[config.mk]
export PLATFORM = sky130hd
export DESIGN_NAME = slru_ram
export DESIGN_NICKNAME = d
export VERILOG_FILES = /design/src/rtl/core/slru_ram.sv
export SDC_FILE = /design/constraint.sdc
export NUM_CORES = 1
export LEC_CHECK = 0
export ABC_AREA = 0
export ABC_CLOCK_PERIOD_IN_PS = 2200
export BUFFER_PORTS_ARGS = -buffer_cell sky130_fd_sc_hd__clkbuf_2
export CAP_MARGIN = 5
export CORE_ASPECT_RATIO = 1.1
export CORE_UTILIZATION = 62
export CTS_CLUSTER_SIZE = 12
export DETAILED_ROUTE_END_ITERATION = 10
export PLACE_DENSITY = 0.79
export SKIP_CTS_REPAIR_TIMING = 1
export SLEW_MARGIN = 15
export SYNTH_ARGS = -nofsm -noshare
export SYNTH_HDL_FRONTEND = slang
export SYNTH_SLANG_ARGS = --single-unit
export TNS_END_PERCENT = 30
[constraint.sdc]
create_clock -name clk -period 2.2 [get_ports clk]
set_input_delay 0.11 -clock clk [delete_from_list [all_inputs] [get_ports clk]]
set_output_delay 0.11 -clock clk [all_outputs]
set_load 0.01 [all_outputs]
[src/rtl/core/slru_ram.sv]
module slru_ram #(
  parameter int WIDTH = 8,
  parameter int DEPTH = 64,
  localparam int AW = (DEPTH > 1) ? $clog2(DEPTH) : 1
) (
  input  logic             clk,
  input  logic             we,
  input  logic [AW-1:0]    waddr,
  input  logic [WIDTH-1:0] wdata,
  input  logic [AW-1:0]    raddr,
  output logic [WIDTH-1:0] rdata
);

  logic [WIDTH-1:0] mem [DEPTH];

  // write port and registered read port
  always_ff @(posedge clk) begin
    if (we) begin
      mem[waddr] <= wdata;
    end
    rdata <= mem[raddr];
  end

endmodule

==> summary by stage <==
Yosys
After synthesis, flip-flops and latches occupy roughly 77% of the total area. The synthesized cell area is 20200 µm². Of the post-synthesis cell area, the dominant cell type holds between 70% and 80%. The synthesized area divided by synthesized cell count is about 21 µm².

After Yosys synthesis, XOR and XNOR cells account for 0% of the synthesized area. The fraction of registers with async set or reset after synthesis is 0%. The dominant combinational cell family by area after synthesis is multiplexers. After synthesis, the netlist uses 40 different library cells.

The compound-gate portion of the synthesized area is 2.07%. Counting every net in the synthesized netlist gives between 900 and 1000. The post-synthesis register bit count is 520.

Sorting the synthesized cells by area gives the leading types as edfxtp_1 (76%), mux4_2 (14%), nor2_1 (1.5%), mux2i_1 (1.1%), dfxtp_1 (0.79%). In the post-synthesis netlist, the cell with the most instances is edfxtp_1. Of the total synthesized cell area, the portion taken by AND, OR, NAND and NOR gates is under 10%. The post-synthesis share of cell area spent on full adders, half adders and majority gates is 0%.

The synthesis warning total is 0. The synthesized design spends more area on one cell type than any other, namely edfxtp_1. The number of flops mapped to enable cells by yosys is 512.

Among all flip-flop cells after synthesis, the most frequent one is edfxtp_1. Of the post-synthesis cell area, the part taken by muxes is between 10% and 20%. The synthesized instance count is 940. Counting instances in the post-synthesis netlist gives the leading cell types as edfxtp_1 (512), mux4_2 (126), nor2_1 (83).

CTS
The clock transition at the register clock pins on the worst setup and hold paths after CTS is roughly 0.060 ns. Clock tree synthesis found a total of 520 sinks. The TritonCTS clock tree is yes. The clock tree synthesis step divided the H-tree into 2 levels. TritonCTS created 51 clock buffers. Clock latency on the worst-skew pair, taken at its later pin, is roughly 0.56 ns. The tree is rooted in a clkbuf_16. The maximum clock path buffer count is 3.

Finish
The number of filler instances in the final layout is 1707. Cells fill 72.9% of the core in the end. The relative area change from synthesis to final layout is 14.7%. The number of diodes added for antenna fixing is 0. The share of post-route cells with drive strength above 1 is about a third. At the end of the flow, the number of nets in the layout was about 1100.

Timing
Setup violations remaining at the end of the flow were counted as 0. Setup repair after global routing left no endpoint under its margin. The fmax is around 490 MHz. The transition time at the pin with the least slew margin is roughly 1.2 ns.

The period utilization is between 90 and 100%. Across the routed clock network, the largest skew measured is 0.0186 ns. The max-slew violation count is 0. The total count of hold-check failures in the final report is 0. The worst max-slew margin expressed relative to the limit is between 20% and 30%. The post-layout minimum cycle time is just over 2 ns. The worst path meets setup with roughly 0.15 ns of slack.

Die
The initial utilization of the core area, before any placement, comes to a little under two thirds. The core area is about 32000 µm². From left edge to right edge, the die measures approximately 170 µm.

In this run the count of I/O pins placed on the die edge is 30. The area of the die is ~33000 µm². The vertical extent of the die is roughly 190 µm. The total number of placement rows is a little under 70.

Power
Summed over all nets, the switching power comes to 4.09 mW. The internal power consumption is 15.9 mW. Of the total power, the clock network draws roughly two fifths. The analysis attributes to cell leakage a power of 7.52 nW. VDD sags by at most just under 600 µV. In this run switching power makes up 20.5% of total power.

The power per unit of standard cell area is 864 nW/µm². Registers are responsible for approximately 55% of the overall power. The fraction of power consumed by combinational cells is under 10%. Summing internal, switching and leakage power gives about 20 mW.

Worst setup path
The arrival time of data at the critical path endpoint is about 2.5 ns. At the worst endpoint, the required time is 2.62 ns. The worst setup path is captured at a flop. The startpoint class of the critical path is a flop. The critical setup path kind is flop to flop. In this run the worst path has a maximum fanout of 1.

Place
The post-placement setup slack is -0.0294 ns. Detailed placement ended at an HPWL of between 20000 and 30000 µm. The congestion estimate from routability-driven global placement came to approximately 0.84. In this run the tool buffered the top-level ports with 29 buffer cells.

Global routing
The via count of the first global-routing pass is roughly 10000. The initial antenna violation count is 2. The remaining global-route overflow is 0.

The first global-routing pass estimated 67700 µm of wire. Entering global routing, the biggest net connects 65 pins. Global routing used between 20 and 30% of the available tracks across all layers.

Routing
After detailed routing, the number of vias per cell comes to 6.59. The iteration-0 DRC count of the detailed router is 1223. For this run, the detailed router's first-pass iteration total came to 5. The wire length per cell is ~29 µm. The number of nets with antenna violations after routing is 0. The DRC violations left is 0. For this block, the routed nets add up to between 40000 and 50000 µm of wire. Across all layers, the routed design uses around 10000 vias.

Outcome
The flow ran to the end, and the final reports show no timing, DRC or antenna violations.

Worst hold path
The type of the worst min-delay path is input port to flop.

Run
The max-capacitance violation count is 0.
## cell families after synthesis
kind of cell / Yosys count
flip-flops: 520
buffers and inverters: 51
AO/OA/AOI/OAI: 54
multiplexers: 162
AND/OR/NAND/NOR: 153
## through the flow
step	instances	setup TNS [ns]	hold WS, ns	area (µm²)
CTS	1556	0	-0.0137	23100
global placement	1469	0	0.506	21700
detailed placement	1469	-0.0294	0.507	21700
global route	1556	0	0.0187	23100
finish	1556	0	0.0123	23100
floorplan	940	0	0.209	20200
## cells in the final DEF, fill, tap and decap left out, types with 3 or more instances in the layout
cell       synthesis  routed
edfxtp_1         512     512
mux4_2           126     126
buf_4             13     122
nor2_1            83      83
clkbuf_16          0      53
clkbuf_1          17      25
clkbuf_2           0      25
mux2i_1           23      23
nand2_1           19      19
nor2b_1           14      14
mux2_2            13      13
nand3_1           13      13
buf_12             2      11
o221ai_1           8       8
o22ai_1            8       8
dfxtp_1            8       8
nand2b_1           7       7
nor3_1             7       7
a221oi_1           6       6
clkinv_2           0       5
a211oi_1           4       4
nand3b_1           3       3
a21oi_1            3       3
a22oi_1            3       3
o2111ai_1          3       3
o2bb2ai_1          3       3
clkbuf_8           0       3
## sequential cells by signal, indices dropped and copies added (netlist names)
| name | count |
|---|---|
| rdata | 8 |
| mem | 512 |
## final cells by class
class                   count  area [µm²]  area share, %
flip-flops and latches    520       15500           67.1
multi-input cells         369        4320           18.7
clock buffers              80        1450           6.26
repair buffers            160        1280           5.53
well taps                 420         526           2.27
clock inverters             7        32.5          0.141
## routing by layer
layer	up-vias	wire, µm	global-route usage (%)
li1	4238	-	-
met1	5262	17100	40.2
met2	647	22600	46.3
met3	105	4340	4.44
met4	4	1480	10.2
met5	-	24	0
## power by group through the flow
stage	Combinational [mW]	Clock, mW	Sequential (mW)
final	1.10	7.88	11.0
after global routing	1.15	8.32	11.0
after CTS	1.09	7.95	11.0
after detailed placement	1.08	0	11.2
after global placement	1.05	0	11.2
after floorplan	0.584	0	11.2
## path summary, 6_finish.rpt
check / start / to / slack, ns / cells after the start
max: mem[24][4] / rdata[4] / 0.15 / 5
min: waddr[1] / mem[49][7] / 0.01 / 2
max reg2reg: mem[24][4] / rdata[4] / 0.15 / 5
min reg2reg: mem[26][6] / rdata[6] / 0.81 / 3
## worst max-delay path, cell delays in order, from the launching register on
cell,delay [ns]
edfxtp_1,0.38
mux4_2,0.45
mux2_2,0.28
o221a_2,0.29
nor3_1,0.37
o32ai_1,0.14
No activity file was read; power rests on OpenSTA's default activity.
