**config.mk**
```make
export PLATFORM = sky130hd
export DESIGN_NAME = slru_scan
export DESIGN_NICKNAME = d
export VERILOG_FILES = /design/src/rtl/core/slru_pkg.sv /design/src/rtl/core/slru_scan.sv
export SDC_FILE = /design/constraint.sdc
export NUM_CORES = 1
export LEC_CHECK = 0
export BUFFER_PORTS_ARGS = -buffer_cell sky130_fd_sc_hd__buf_2
export CAP_MARGIN = 40
export CORE_MARGIN = 8
export CORE_UTILIZATION = 45
export CTS_BUF_LIST = sky130_fd_sc_hd__clkbuf_4 sky130_fd_sc_hd__clkbuf_8
export CTS_CLUSTER_DIAMETER = 40
export CTS_CLUSTER_SIZE = 8
export DETAILED_ROUTE_END_ITERATION = 7
export PLACE_DENSITY = 0.81
export REMOVE_ABC_BUFFERS = 1
export SLEW_MARGIN = 0
export SYNTH_ARGS = -nofsm -noshare
export SYNTH_HDL_FRONTEND = slang
export SYNTH_SLANG_ARGS = --single-unit
export TNS_END_PERCENT = 10
```
**constraint.sdc**
```tcl
create_clock -name clk -period 8 [get_ports clk]
set_clock_uncertainty 0.15 [all_clocks]
set_input_delay 0.8 -clock clk [delete_from_list [all_inputs] [get_ports clk]]
set_output_delay 0.8 -clock clk [all_outputs]
set_load 0.03 [all_outputs]
```
**src/rtl/core/slru_pkg.sv**
```systemverilog
package slru_pkg;

  localparam int SETS_DEF     = 64;
  localparam int WAYS_DEF     = 8;
  localparam int TAG_BITS_DEF = 20;

  typedef enum logic [1:0] {
    OP_INV    = 2'd0,
    OP_HIT    = 2'd1,
    OP_FILL   = 2'd2,
    OP_VICTIM = 2'd3
  } op_t;

  typedef enum logic [2:0] {
    CFG_PROMO_SHIFT = 3'd0,
    CFG_BYP_EN      = 3'd1,
    CFG_AGING_EN    = 3'd2,
    CFG_INIT_LEVEL  = 3'd3,
    CFG_VIRT_SHIFT  = 3'd4,
    CFG_MIN_LEVEL   = 3'd5
  } cfg_idx_t;

  typedef struct packed {
    logic [1:0]  op;
    logic [5:0]  set_index;
    logic [2:0]  line_way;
    logic [19:0] line_tag;
    logic [31:0] time_now;
    logic [31:0] random_a;
    logic [31:0] random_b;
  } req_t;

  typedef struct packed {
    logic [2:0] victim_way;
    logic       bypass_fill;
    logic [4:0] bypass_level_out;
  } rsp_t;

  // oldest search status, way indexes cover up to 32 ways
  typedef struct packed {
    logic       done;
    logic       ref_found;
    logic [4:0] ref_way;
    logic       nref_found;
    logic [4:0] nref_way;
  } scan_res_t;

  typedef struct packed {
    logic [4:0] level;
    logic       on;
  } lvl_t;

  // succeed when the low k bits are all zero
  function automatic logic draw(logic [31:0] rnd, logic [4:0] k);
    logic [31:0] m;
    m = (32'h1 << k) - 32'h1;
    return (rnd & m) == 32'h0;
  endfunction

  function automatic lvl_t level_raise(lvl_t cur, logic [4:0] min_lvl);
    logic [5:0] v;
    lvl_t r;
    r = cur;
    v = {1'b0, cur.level} + 6'd1;
    if (v > {1'b0, min_lvl}) begin
      r.on = 1'b0;
      r.level = min_lvl;
    end else begin
      r.level = v[4:0];
    end
    return r;
  endfunction

  function automatic lvl_t level_lower(lvl_t cur, logic [4:0] min_lvl);
    lvl_t r;
    r = cur;
    if (!cur.on) begin
      r.on = 1'b1;
      r.level = min_lvl;
    end else if (cur.level != 5'd0) begin
      r.level = cur.level - 5'd1;
    end
    return r;
  endfunction

endpackage

```
**src/rtl/core/slru_scan.sv**
```systemverilog
module slru_scan import slru_pkg::*; #(
  parameter int WAYS = WAYS_DEF,
  localparam int WAY_AW = (WAYS > 1) ? $clog2(WAYS) : 1
) (
  input  logic                  clk,
  input  logic                  rst,
  input  logic                  start,
  input  logic [WAYS-1:0]       ref_bits,
  input  logic [WAYS-1:0][31:0] times,
  output scan_res_t             res
);

  logic              run;
  logic [WAY_AW-1:0] cnt;
  logic [31:0]       ref_time;
  logic [31:0]       nref_time;
  logic [31:0]       t;
  logic              r;

  assign t = times[cnt];
  assign r = ref_bits[cnt];

  // step one way per cycle; strict compare keeps the lowest way on ties
  always_ff @(posedge clk) begin
    if (rst) begin
      run <= 1'b0;
      res.done <= 1'b0;
    end else if (start) begin
      run <= 1'b1;
      cnt <= '0;
      res <= '0;
    end else begin
      res.done <= 1'b0;
      if (run) begin
        if (r) begin
          if (!res.ref_found || t < ref_time) begin
            res.ref_found <= 1'b1;
            res.ref_way <= 5'(cnt);
            ref_time <= t;
          end
        end else begin
          if (!res.nref_found || t < nref_time) begin
            res.nref_found <= 1'b1;
            res.nref_way <= 5'(cnt);
            nref_time <= t;
          end
        end
        if (cnt == WAY_AW'(WAYS - 1)) begin
          run <= 1'b0;
          res.done <= 1'b1;
        end else begin
          cnt <= cnt + 1'b1;
        end
      end
    end
  end

endmodule
```
==> parameters.txt, run 1 <==
Parameter                              Value

Run status
  Status    finished clean

STA
  Setup repair after global routing missed its margin    false
  Final hold viol count    0
  Final count of negative-setup-slack endpoints    0
  Worst-Margin Slew    approximately 0.7 ns
  Post-layout minimum cycle time    ~4.5 ns
  Achievable frequency    around 220 MHz
  Fraction of the cycle the final worst path needs    56.2%
  Worst slew slack as a fraction of its limit    52.8%
  Max Slew Vio Count    0

Clock tree
  TritonCTS buffer count    9
  H-tree depth    3
  CTS tree    built
  Skew-Pair Late Insertion Delay    0.35 ns
  Post-cts gate resize count    0
  Post-cts hold buffer count    0
  Master cell of the clock root buffer    sky130_fd_sc_hd__clkbuf_8
  TritonCTS sink count    77
  Post-CTS setup-driven buffer insertion count    0
  Worst-path clk slew    roughly 0.08 ns
  CTS Buffer Depth    2

Routing
  Met2 layer wire length in the routed design    roughly 9 mm
  Iteration count of the initial detailed-routing pass    5
  Uppermost metal layer occupied by signal nets    met4
  Total vias in the final route    between 4k and 5k
  Wire length on met1    6.56 mm
  DR DRC count    0
  Antenna-violating nets left    0
  Routed Wire Length    17.1 mm
  Average wire length per cell after detail routing    19.0 um
  Met3 routed wirelength    1.22 mm
  Vias per cell    5.49
  Number of DRC markers in iteration 0    235

Pwr
  Post-route total power    approximately 1.1 mW
  Share of power burned in registers    43.1%
  Power Density    141 mW/mm^2
  Cell leakage power    roughly 3.6 nW
  Worst IR Drop VDD    0.0767 mV
  Part of the power in the clock network    25.9%
  Internal power component    0.788 mW
  Switching portion of total power    between 20% and 30%
  Psw    0.307 mW
  Comb power frac    31.0%

Critical path
  Endpoint of the worst-slack reg-to-reg timing path    ref_time[11]$_DFFE_PP_
  CP Cell Sequence    buf_8 -> buf_4 -> mux4_2 -> mux2_2 -> ha_1 -> a21o_1 -> a221o_1 -> a31oi_1 -> o31a_1 -> a41oi_1 -> nor4_2 -> buf_4
  CP Class    flop to flop
  Slack of the worst reg-to-reg path    3.51 ns
  Worst reg2reg path depth    12
  Buffers plus inverters on the worst setup path    3
  Reg2Reg Launch Point    cnt[1]$_SDFFCE_PP0P_
  Crit-path leading delay family    buffers and inverters
  Worst stage delay on the critical path    0.53 ns
  Critical-path cell with the highest stage delay    sky130_fd_sc_hd__edfxtp_1
  Library cell appearing most often on the critical path    sky130_fd_sc_hd__buf_4
  Kind of end point of the critical path    flop
  Arrival time reported for the critical path endpoint    4.34 ns
  Required time of the critical path    7.84 ns
  Critical-path maximum fanout    40
  Type of element launching the critical path    flop

Die
  Number of top-level pins    280
  Die Wd    approximately 130 um
  Floorplan core area    0.0131 sq mm
  Cell row count    42
  Die footprint    around 0.017 sq mm
  Floorplan die height    about 130 um
  Starting Density    45.7%

GRT
  Largest net degree at the start of global routing    41
  Via count of the first global-routing pass    5847
  First-pass GRT wire length    27.6 mm
  Total routing usage reported by global routing    between 10% and 20%
  Initial antenna violation count    0
  Remaining global-route overflow    0

Placement
  I/O Buffers    275
  Final weighted congestion of routability-driven global placement    about 0.90
  HPWL reported at the end of detailed placement    roughly 14 mm

Logic synthesis
  Netlist area before placement    ~0.0060 sq mm
  Avg Inst Size Synth    13.4 sq um
  Cell count after synthesis    447
  Number of enable-type register cells in the synthesized netlist    75
  Count of yosys warnings during synthesis    0
  Async set-reset flop share out of synthesis    0%
  Primary flip-flop cell chosen by synthesis mapping    sky130_fd_sc_hd__edfxtp_1
  Sequential cell area fraction in the yosys report    38.2%
  Unique masters post-synth    44
  Synthesis-stage register bit count    77

Final layout
  Antenna diode count    0
  Filler cell count in the final layout    1039
  Sequential cell area in the final layout    0.00229 sq mm
  Signed area change from the synthesized netlist to the final layout    29.0%
  Leading cell type in the layout, fill and taps excluded    sky130_fd_sc_hd__buf_2
  Ratio of cells with drive above 1 in the final layout    54.6%
  Area of the multi-input gates    approximately 0.0034 sq mm
  Commonest cells after routing, fill and taps aside    sky130_fd_sc_hd__buf_2 (275), sky130_fd_sc_hd__edfxtp_1 (75), sky130_fd_sc_hd__inv_1 (67), sky130_fd_sc_hd__mux4_2 (65), sky130_fd_sc_hd__ha_1 (64)
  Layout Nets    1050
  Utilization after layout    59.0%

Worst hold path
  Startpoint of the tightest hold check path    run$_SDFF_PP0_
  Worst min-delay path class    flop to flop
  Worst Hold End    run$_SDFF_PP0_
  Hold Crit Depth    2

Job
  Max-cap violations    0
state kept, by name, indices dropped and copies added (netlist names):
register and cells:
run 1, cnt 3, nref_time 32, res 9, ref_time 32
layer usage:
layer | vias up | global-route usage, %
met4 | 0 | 7.85
met2 | 227 | 35.4
met1 | 2373 | 21.4
li1 | 2304 | -
met5 | - | 0
met3 | 38 | 5.11
worst register-to-register path, delay by kind of cell (launching register included):
family,cells,cell delay [ns]
and+or+nand+nor,1,0.18
adders and majority gates,1,0.30
buffers and inverters,3,1.17
muxes,2,0.73
DFF,1,0.53
AOI/OAI and AO/OA,5,1.06
cell families (layout without fill, tap and decap cells):
kind of cell    Yosys count  count (layout)  share of synthesized area (%)
buf+inv                  91             365                           6.21
compound gates           57              57                           6.19
other cells               1               4                         0.0624
fa+ha+maj                64              64                           13.3
mux                      99              99                           31.0
flops                    77              77                           38.2
simple gates             58              58                           5.10
synth_stat cells (all sizes together), types with 2 or more instances:
master | n | area [sq um]
a21oi | 16 | 80.1
edfxtp | 75 | 2250
and3 | 3 | 18.8
clkbuf | 11 | 41.3
o2111ai | 2 | 17.5
nor3 | 3 | 15.0
nor2b | 6 | 37.5
or3 | 2 | 12.5
o21ai | 11 | 55.1
dfxtp | 2 | 40.0
a31oi | 2 | 12.5
nor4 | 4 | 25.0
o21a | 3 | 22.5
a21o | 10 | 75.1
mux2i | 2 | 20.0
mux4 | 66 | 1490
mux2 | 31 | 349
nand3 | 3 | 15.0
o211ai | 2 | 15.0
nor2 | 12 | 45.0
nand4 | 11 | 68.8
a221oi | 2 | 17.5
buf | 13 | 80.1
inv | 67 | 251
nand2 | 10 | 37.5
ha | 64 | 801
how the worst max path moves through the flow:
| stage | slack, ns | depth (start not counted) | startpoint | endpoint |
|---|---|---|---|---|
| finish | 3.51 | 12 | cnt[1]$_SDFFCE_PP0P_ | ref_time[11]$_DFFE_PP_ |
| global route | 3.16 | 12 | cnt[1]$_SDFFCE_PP0P_ | ref_time[25]$_DFFE_PP_ |
| CTS | 3.47 | 12 | cnt[1]$_SDFFCE_PP0P_ | ref_time[19]$_DFFE_PP_ |
| detailed placement | 3.50 | 12 | cnt[1]$_SDFFCE_PP0P_ | ref_time[10]$_DFFE_PP_ |
| global placement | 3.22 | 11 | cnt[1]$_SDFFCE_PP0P_ | ref_time[13]$_DFFE_PP_ |
| floorplan | -0.57 | 9 | cnt[0]$_SDFFCE_PP0P_ | ref_time[0]$_DFFE_PP_ |
power by group through the flow:
| stage | clock network, mW | registers, mW | logic [mW] |
|---|---|---|---|
| final | 0.283 | 0.472 | 0.340 |
| after global routing | 0.307 | 0.473 | 0.376 |
| after CTS | 0.287 | 0.472 | 0.342 |
| after detailed placement | 0 | 0.481 | 0.340 |
| after global placement | 0 | 0.483 | 0.319 |
| after floorplan | 0 | 0.500 | 0.197 |
final cells by class:
type	instances	area share, %
multi-input combinational	282	43.3
tap	176	2.84
clock buffer	9	1.60
clock inverter	7	0.856
sequential	77	29.6
inverter	67	3.25
timing repair buffer	282	18.5
metrics by stage:
step | worst slack [ns] | hold WS [ns] | area (sq um) | instances | setup TNS (ns)
global route | 3.16 | 0.501 | 7750 | 900 | 0
detailed placement | 3.50 | 0.417 | 7560 | 884 | 0
CTS | 3.47 | 0.437 | 7750 | 900 | 0
global placement | 3.22 | 0.403 | 7540 | 883 | 0
finish | 3.51 | 0.452 | 7750 | 900 | 0
floorplan | -0.568 | 0.363 | 5900 | 426 | -18.17
(Power assumes the default switching activity.)
==> run 2: changes to the inputs <==
==> constraint.sdc (replaced) <==
create_clock -name clk -period 4.56 [get_ports clk]
set_clock_uncertainty 0.15 [all_clocks]
set_input_delay 0.456 -clock clk [delete_from_list [all_inputs] [get_ports clk]]
set_output_delay 0.456 -clock clk [all_outputs]
set_load 0.03 [all_outputs]
==> parameters.txt, run 2 (same netlist as run 1, synthesis figures left out) <==
Parameter                              Value

Final layout
  Layout Nets    1052 (+0.19%)
  Filler cell count in the final layout    1047 (+0.77%)
  Ratio of cells with drive above 1 in the final layout    54.7% (+0.13 points)
  Leading registers by flop count    nref_time: 32 flops, ref_time: 32 flops, res: 9 flops
  Signed area change from the synthesized netlist to the final layout    30.5%
  Leading cell type in the layout, fill and taps excluded    sky130_fd_sc_hd__buf_2
  Filler-free cell count of the finished design    902 (+0.22%)
  Commonest cells after routing, fill and taps aside    sky130_fd_sc_hd__buf_2 (275), sky130_fd_sc_hd__edfxtp_1 (75), sky130_fd_sc_hd__inv_1 (67), sky130_fd_sc_hd__mux4_2 (65), sky130_fd_sc_hd__ha_1 (64)
  Post-route design area    0.00784 sq mm (+1.1%)
  Antenna diode count    0 (unchanged)

Clock tree
  CTS tree    built
  TritonCTS buffer count    9 (unchanged)
  Master cell of the clock root buffer    sky130_fd_sc_hd__clkbuf_8
  Post-cts hold buffer count    0 (unchanged)
  H-tree depth    3 (unchanged)
  Post-cts gate resize count    0 (unchanged)
  Worst-path clk slew    0.08 ns (about the same)
  TritonCTS sink count    77 (unchanged)
  CTS Buffer Depth    2 (unchanged)
  Skew-Pair Late Insertion Delay    0.35 ns (about the same)
  Post-CTS setup-driven buffer insertion count    0 (unchanged)

Pwr
  Worst IR Drop VDD    0.165 mV (+120%)
  Power Density    257 mW/mm^2 (+82%)
  Cell leakage power    3.62 nW (+1.2%)
  Post-route total power    2.02 mW (+84%)

Critical path
  Required time of the critical path    4.47 ns (-3.37 ns)
  Arrival time reported for the critical path endpoint    4.12 ns (-0.22 ns)
  Slack of the worst reg-to-reg path    0.35 ns (-3.16 ns)
  Kind of end point of the critical path    flop
  Termination of the worst setup path    ref_time[8]$_DFFE_PP_
  Type of element launching the critical path    flop
  Endpoint of the worst-slack reg-to-reg timing path    ref_time[8]$_DFFE_PP_
  Launch point of the worst path    cnt[0]$_SDFFCE_PP0P_
  CP Class    flop to flop
  Reg2Reg Launch Point    cnt[0]$_SDFFCE_PP0P_
  Worst reg2reg path depth    11 (-1)
  Critical-path maximum fanout    39 (-2.5%)

GRT
  Initial antenna violation count    0 (unchanged)
  Remaining global-route overflow    0 (unchanged)
  Via count of the first global-routing pass    5911 (+1.1%)
  First-pass GRT wire length    27.8 mm (+0.70%)
  Total routing usage reported by global routing    19.6% (+0.036 points)
  Largest net degree at the start of global routing    40 (-2.4%)

Routing
  Antenna-violating nets left    0 (unchanged)
  Number of DRC markers in iteration 0    207 (-12%)
  Routed Wire Length    17.1 mm (-0.20%)
  Vias per cell    5.46 (-0.48%)
  Average wire length per cell after detail routing    18.9 um (-0.43%)
  DR DRC count    0 (unchanged)
  Total vias in the final route    4929 (-0.26%)
  Iteration count of the initial detailed-routing pass    4 (-1)

Placement
  Final weighted congestion of routability-driven global placement    0.886 (-1.9%)
  HPWL reported at the end of detailed placement    14.5 mm (about the same)
  Placed cell count    886 (+0.23%)
  Placed cell area    0.00760 sq mm (+0.60%)
  I/O Buffers    275 (unchanged)
  Post-place setup slack    0.373 ns (-3.13 ns)

STA
  Worst slew slack as a fraction of its limit    55.8% (+3.0 points)
  Fraction of the cycle the final worst path needs    92.3% (+36 points)
  Post-Route Hold Slack    0.164 ns (-0.289 ns)
  PnR worst setup slack    0.351 ns (-3.16 ns)
  Final count of negative-setup-slack endpoints    0 (unchanged)
  Achievable frequency    238 MHz (+6.7%)
  Worst-Margin Slew    0.661 ns (-0.0467 ns)
  Max Slew Vio Count    0 (unchanged)
  Post-layout minimum cycle time    4.21 ns (-0.283 ns)
  Setup repair after global routing missed its margin    false
  Final hold viol count    0 (unchanged)

Die
  Die Wd    132 um (unchanged)
  Starting Density    45.7% (unchanged)
  Floorplan core area    0.0131 sq mm (unchanged)
  Die footprint    0.0173 sq mm (unchanged)
  Cell row count    42 (unchanged)
  Number of top-level pins    280 (unchanged)
  Floorplan die height    132 um (unchanged)

Run status
  Status    finished clean

Job
  Max-cap violations    0 (unchanged)

Worst hold path
  Worst min-delay path class    input port to flop
## run 2: worst max-delay path, cell delays in order (launching register included)
cell and delay, ns:
sky130_fd_sc_hd__edfxtp_1 0.45, sky130_fd_sc_hd__buf_12 0.30, sky130_fd_sc_hd__mux4_2 0.55, sky130_fd_sc_hd__mux2_2 0.33, sky130_fd_sc_hd__ha_1 0.30, sky130_fd_sc_hd__nand4_1 0.13, sky130_fd_sc_hd__nor4_1 0.52, sky130_fd_sc_hd__nand2_1 0.13
sky130_fd_sc_hd__o31a_1 0.33, sky130_fd_sc_hd__a41oi_1 0.34, sky130_fd_sc_hd__nor4_2 0.06, sky130_fd_sc_hd__buf_4 0.28
## run 2: how the worst min path moves through the flow
stage	slack (ns)	to	cells after the start	startpoint
floorplan	0.36	run$_SDFF_PP0_	2	run$_SDFF_PP0_
global placement	0.40	run$_SDFF_PP0_	2	run$_SDFF_PP0_
detailed placement	0.41	run$_SDFF_PP0_	2	run$_SDFF_PP0_
CTS	0.14	run$_SDFF_PP0_	2	rst
global route	0.15	run$_SDFF_PP0_	2	rst
finish	0.16	run$_SDFF_PP0_	2	rst
## run 2: cell type report
cell class	instances	area (sq um)	share of cell area, %
multi-input combinational	282	3360	42.9
clock buffer	11	151	1.93
sequential	77	2290	29.2
timing repair buffer	284	1480	18.9
clock inverter	5	82.6	1.05
inverter	67	251	3.21
tap	176	220	2.81
## run 2: stage by stage
step                      TNS [ns]  utilization (%)
final                            0             59.7
after global routing             0             59.7
after CTS                        0             59.7
after detailed placement         0             57.9
after global placement           0             57.9
after floorplan            -187.19                -
## run 2: layer usage
layer  vias up  global-route usage (%)  share of wire [%]
met4         0                    6.83                1.9
met1      2380                    20.7                 38
met5         -                       0                  0
li1       2303                       -                  -
met3        25                    5.72                6.9
met2       221                    36.3                 53
## run 2: power by group
part	leakage (nW)	internal, mW	total (mW)	switching [mW]
sequential	0.701	0.817	0.824	0.00732
combinational	2.79	0.321	0.605	0.284
clock	0.120	0.339	0.588	0.249
==> run 3: changes to the inputs <==
==> constraint.sdc (replaced) <==
create_clock -name clk -period 4.56 [get_ports clk]
set_clock_uncertainty 0.15 [all_clocks]
set_input_delay 0.912 -clock clk [delete_from_list [all_inputs] [get_ports clk]]
set_output_delay 0.912 -clock clk [all_outputs]
set_load 0.03 [all_outputs]
==> parameters.txt, run 3 (same netlist as run 1, synthesis figures left out) <==
Parameter                              Value

Run status
  Status    finished clean

Die
  Cell row count    42 (unchanged)
  Floorplan core area    0.0131 sq mm (unchanged)
  Die footprint    0.0173 sq mm (unchanged)
  Number of top-level pins    280 (unchanged)
  Die Wd    132 um (unchanged)
  Floorplan die height    132 um (unchanged)
  Starting Density    45.7% (unchanged)

Final layout
  Utilization after layout    59.3% (-0.34 points)
  Leading registers by flop count    nref_time: 32 flops, ref_time: 32 flops, res: 9 flops
  Leading cell type in the layout, fill and taps excluded    sky130_fd_sc_hd__buf_2
  Filler cell count in the final layout    1070 (+2.2%)
  Area of the multi-input gates    0.00337 sq mm (+0.19%)
  Antenna diode count    0 (unchanged)
  Ratio of cells with drive above 1 in the final layout    54.8% (+0.14 points)
  Post-route design area    0.00779 sq mm (-0.57%)
  Signed area change from the synthesized netlist to the final layout    29.7%
  Sequential cell area in the final layout    0.00229 sq mm (unchanged)
  Layout Nets    1052 (unchanged)
  Commonest cells after routing, fill and taps aside    sky130_fd_sc_hd__buf_2 (275), sky130_fd_sc_hd__edfxtp_1 (75), sky130_fd_sc_hd__inv_1 (67), sky130_fd_sc_hd__mux4_2 (65), sky130_fd_sc_hd__ha_1 (64)

Critical path
  Critical-path maximum fanout    39 (unchanged)
  CP Cell Sequence    buf_12 -> mux4_2 -> mux2_2 -> ha_1 -> and3_1 -> a221o_1 -> a31oi_1 -> o31a_1 -> a41oi_1 -> o32ai_1
  Required time of the critical path    4.39 ns (-0.08 ns)
  Endpoint of the worst-slack reg-to-reg timing path    res[11]$_SDFFCE_PP0P_
  Worst stage delay on the critical path    0.67 ns (+0.12 ns)
  Critical-path cell with the highest stage delay    sky130_fd_sc_hd__o32ai_1
  Slack of the worst reg-to-reg path    0.34 ns (about the same)
  Reg2Reg Launch Point    cnt[0]$_SDFFCE_PP0P_
  Worst reg2reg path depth    10 (-1)
  Launch point of the worst path    cnt[0]$_SDFFCE_PP0P_
  Arrival time reported for the critical path endpoint    4.05 ns (-0.07 ns)
  Kind of end point of the critical path    flop
  CP Class    flop to flop
  Termination of the worst setup path    res[11]$_SDFFCE_PP0P_
  Type of element launching the critical path    flop

Pwr
  Cell leakage power    3.59 nW (-0.59%)
  Power Density    244 mW/mm^2 (-5.0%)
  Worst IR Drop VDD    0.125 mV (-25%)

STA
  Fraction of the cycle the final worst path needs    92.5% (+0.22 points)
  Max Slew Vio Count    0 (unchanged)
  Final count of negative-setup-slack endpoints    0 (unchanged)
  Final hold viol count    0 (unchanged)
  Worst slew slack as a fraction of its limit    50.3% (-5.5 points)
  Achievable frequency    237 MHz (-0.23%)
  PnR worst setup slack    0.341 ns (-0.00990 ns)
  Setup repair after global routing missed its margin    false
  Worst-Margin Slew    0.743 ns (+0.0819 ns)
  Post-layout minimum cycle time    4.22 ns (+0.00990 ns)

Placement
  Post-place setup slack    0.0684 ns (-0.304 ns)
  Final weighted congestion of routability-driven global placement    0.815 (-8.0%)
  Placed cell area    0.00760 sq mm (unchanged)
  HPWL reported at the end of detailed placement    14.8 mm (+2.3%)
  I/O Buffers    275 (unchanged)

Clock tree
  Skew-Pair Late Insertion Delay    0.35 ns (about the same)
  Post-cts hold buffer count    0 (unchanged)
  TritonCTS sink count    77 (unchanged)
  H-tree depth    3 (unchanged)
  Master cell of the clock root buffer    sky130_fd_sc_hd__clkbuf_8
  Worst-path clk slew    0.08 ns (about the same)
  TritonCTS buffer count    9 (unchanged)
  CTS Buffer Depth    2 (unchanged)
  CTS tree    built

Routing
  Antenna-violating nets left    0 (unchanged)
  Iteration count of the initial detailed-routing pass    4 (unchanged)
  Number of DRC markers in iteration 0    182 (-12%)
  Vias per cell    5.47 (about the same)
  Average wire length per cell after detail routing    19.0 um (+0.39%)
  DR DRC count    0 (unchanged)
  Total vias in the final route    4931 (+0.041%)
  Routed Wire Length    17.2 mm (+0.39%)

GRT
  First-pass GRT wire length    27.9 mm (+0.65%)
  Remaining global-route overflow    0 (unchanged)
  Total routing usage reported by global routing    19.7% (+0.12 points)
  Largest net degree at the start of global routing    40 (unchanged)
  Initial antenna violation count    0 (unchanged)
  Via count of the first global-routing pass    5809 (-1.7%)

Worst hold path
  Worst min-delay path class    flop to flop

Job
  Max-cap violations    0 (unchanged)
-- run 3: layer usage --
metal	wire [um]	share of wire [%]	track usage, %	vias to the layer above
met3	1070	6.2	4.88	38
met4	472	2.8	7.85	0
met2	9150	53	36.8	214
met5	0	0	0	-
li1	-	-	-	2300
met1	6460	38	20.7	2379
-- run 3: area by class of cell --
cell class | count | area share, %
timing repair buffer | 284 | 19.0
sequential | 77 | 29.4
multi-input combinational | 282 | 43.2
clock buffer | 12 | 2.04
inverter | 67 | 3.23
tap | 176 | 2.83
clock inverter | 4 | 0.305
-- run 3: worst min-delay path by stage --
stage                         startpoint              to  slack [ns]  cells after the start
after floorplan           run$_SDFF_PP0_  run$_SDFF_PP0_        0.36                      2
after global placement    run$_SDFF_PP0_  run$_SDFF_PP0_        0.41                      2
after detailed placement  run$_SDFF_PP0_  run$_SDFF_PP0_        0.42                      2
after CTS                 run$_SDFF_PP0_  run$_SDFF_PP0_        0.44                      2
after global routing      run$_SDFF_PP0_  run$_SDFF_PP0_        0.50                      2
final                     run$_SDFF_PP0_  run$_SDFF_PP0_        0.45                      2
-- run 3: power by group --
| group | switching (mW) | total (mW) | internal, mW | leakage (nW) |
|---|---|---|---|---|
| clock | 0.242 | 0.474 | 0.232 | 0.0995 |
| sequential | 0.00675 | 0.823 | 0.817 | 0.701 |
| combinational | 0.286 | 0.607 | 0.321 | 2.79 |
| total | 0.535 | 1.90 | 1.37 | 3.59 |
-- run 3: through the flow --
| step | power, mW | hold slack (ns) | instances | TNS (ns) |
|---|---|---|---|---|
| detailed placement | 1.45 | 0.421 | 886 | 0 |
| CTS | 1.92 | 0.439 | 902 | 0 |
| floorplan | 1.22 | 0.363 | 426 | -187.19 |
| finish | 1.90 | 0.452 | 902 | 0 |
| global route | 2.01 | 0.500 | 902 | 0 |
| global placement | 1.41 | 0.411 | 886 | 0 |
-- run 3: critical path, delay by kind of cell (launching register included) --
| kind | cells | cell delay, ns |
|---|---|---|
| flops | 1 | 0.45 |
| simple gates | 1 | 0.22 |
| mux | 2 | 0.87 |
| fa+ha+maj | 1 | 0.32 |
| compound gates | 5 | 1.52 |
| buf+inv | 1 | 0.31 |
-- run 3: timing repair --
action / in CTS / in global routing
endpoints found under the setup margin: 0 / 32
buffers inserted: 0 / 0
resized for setup: 0 / 1
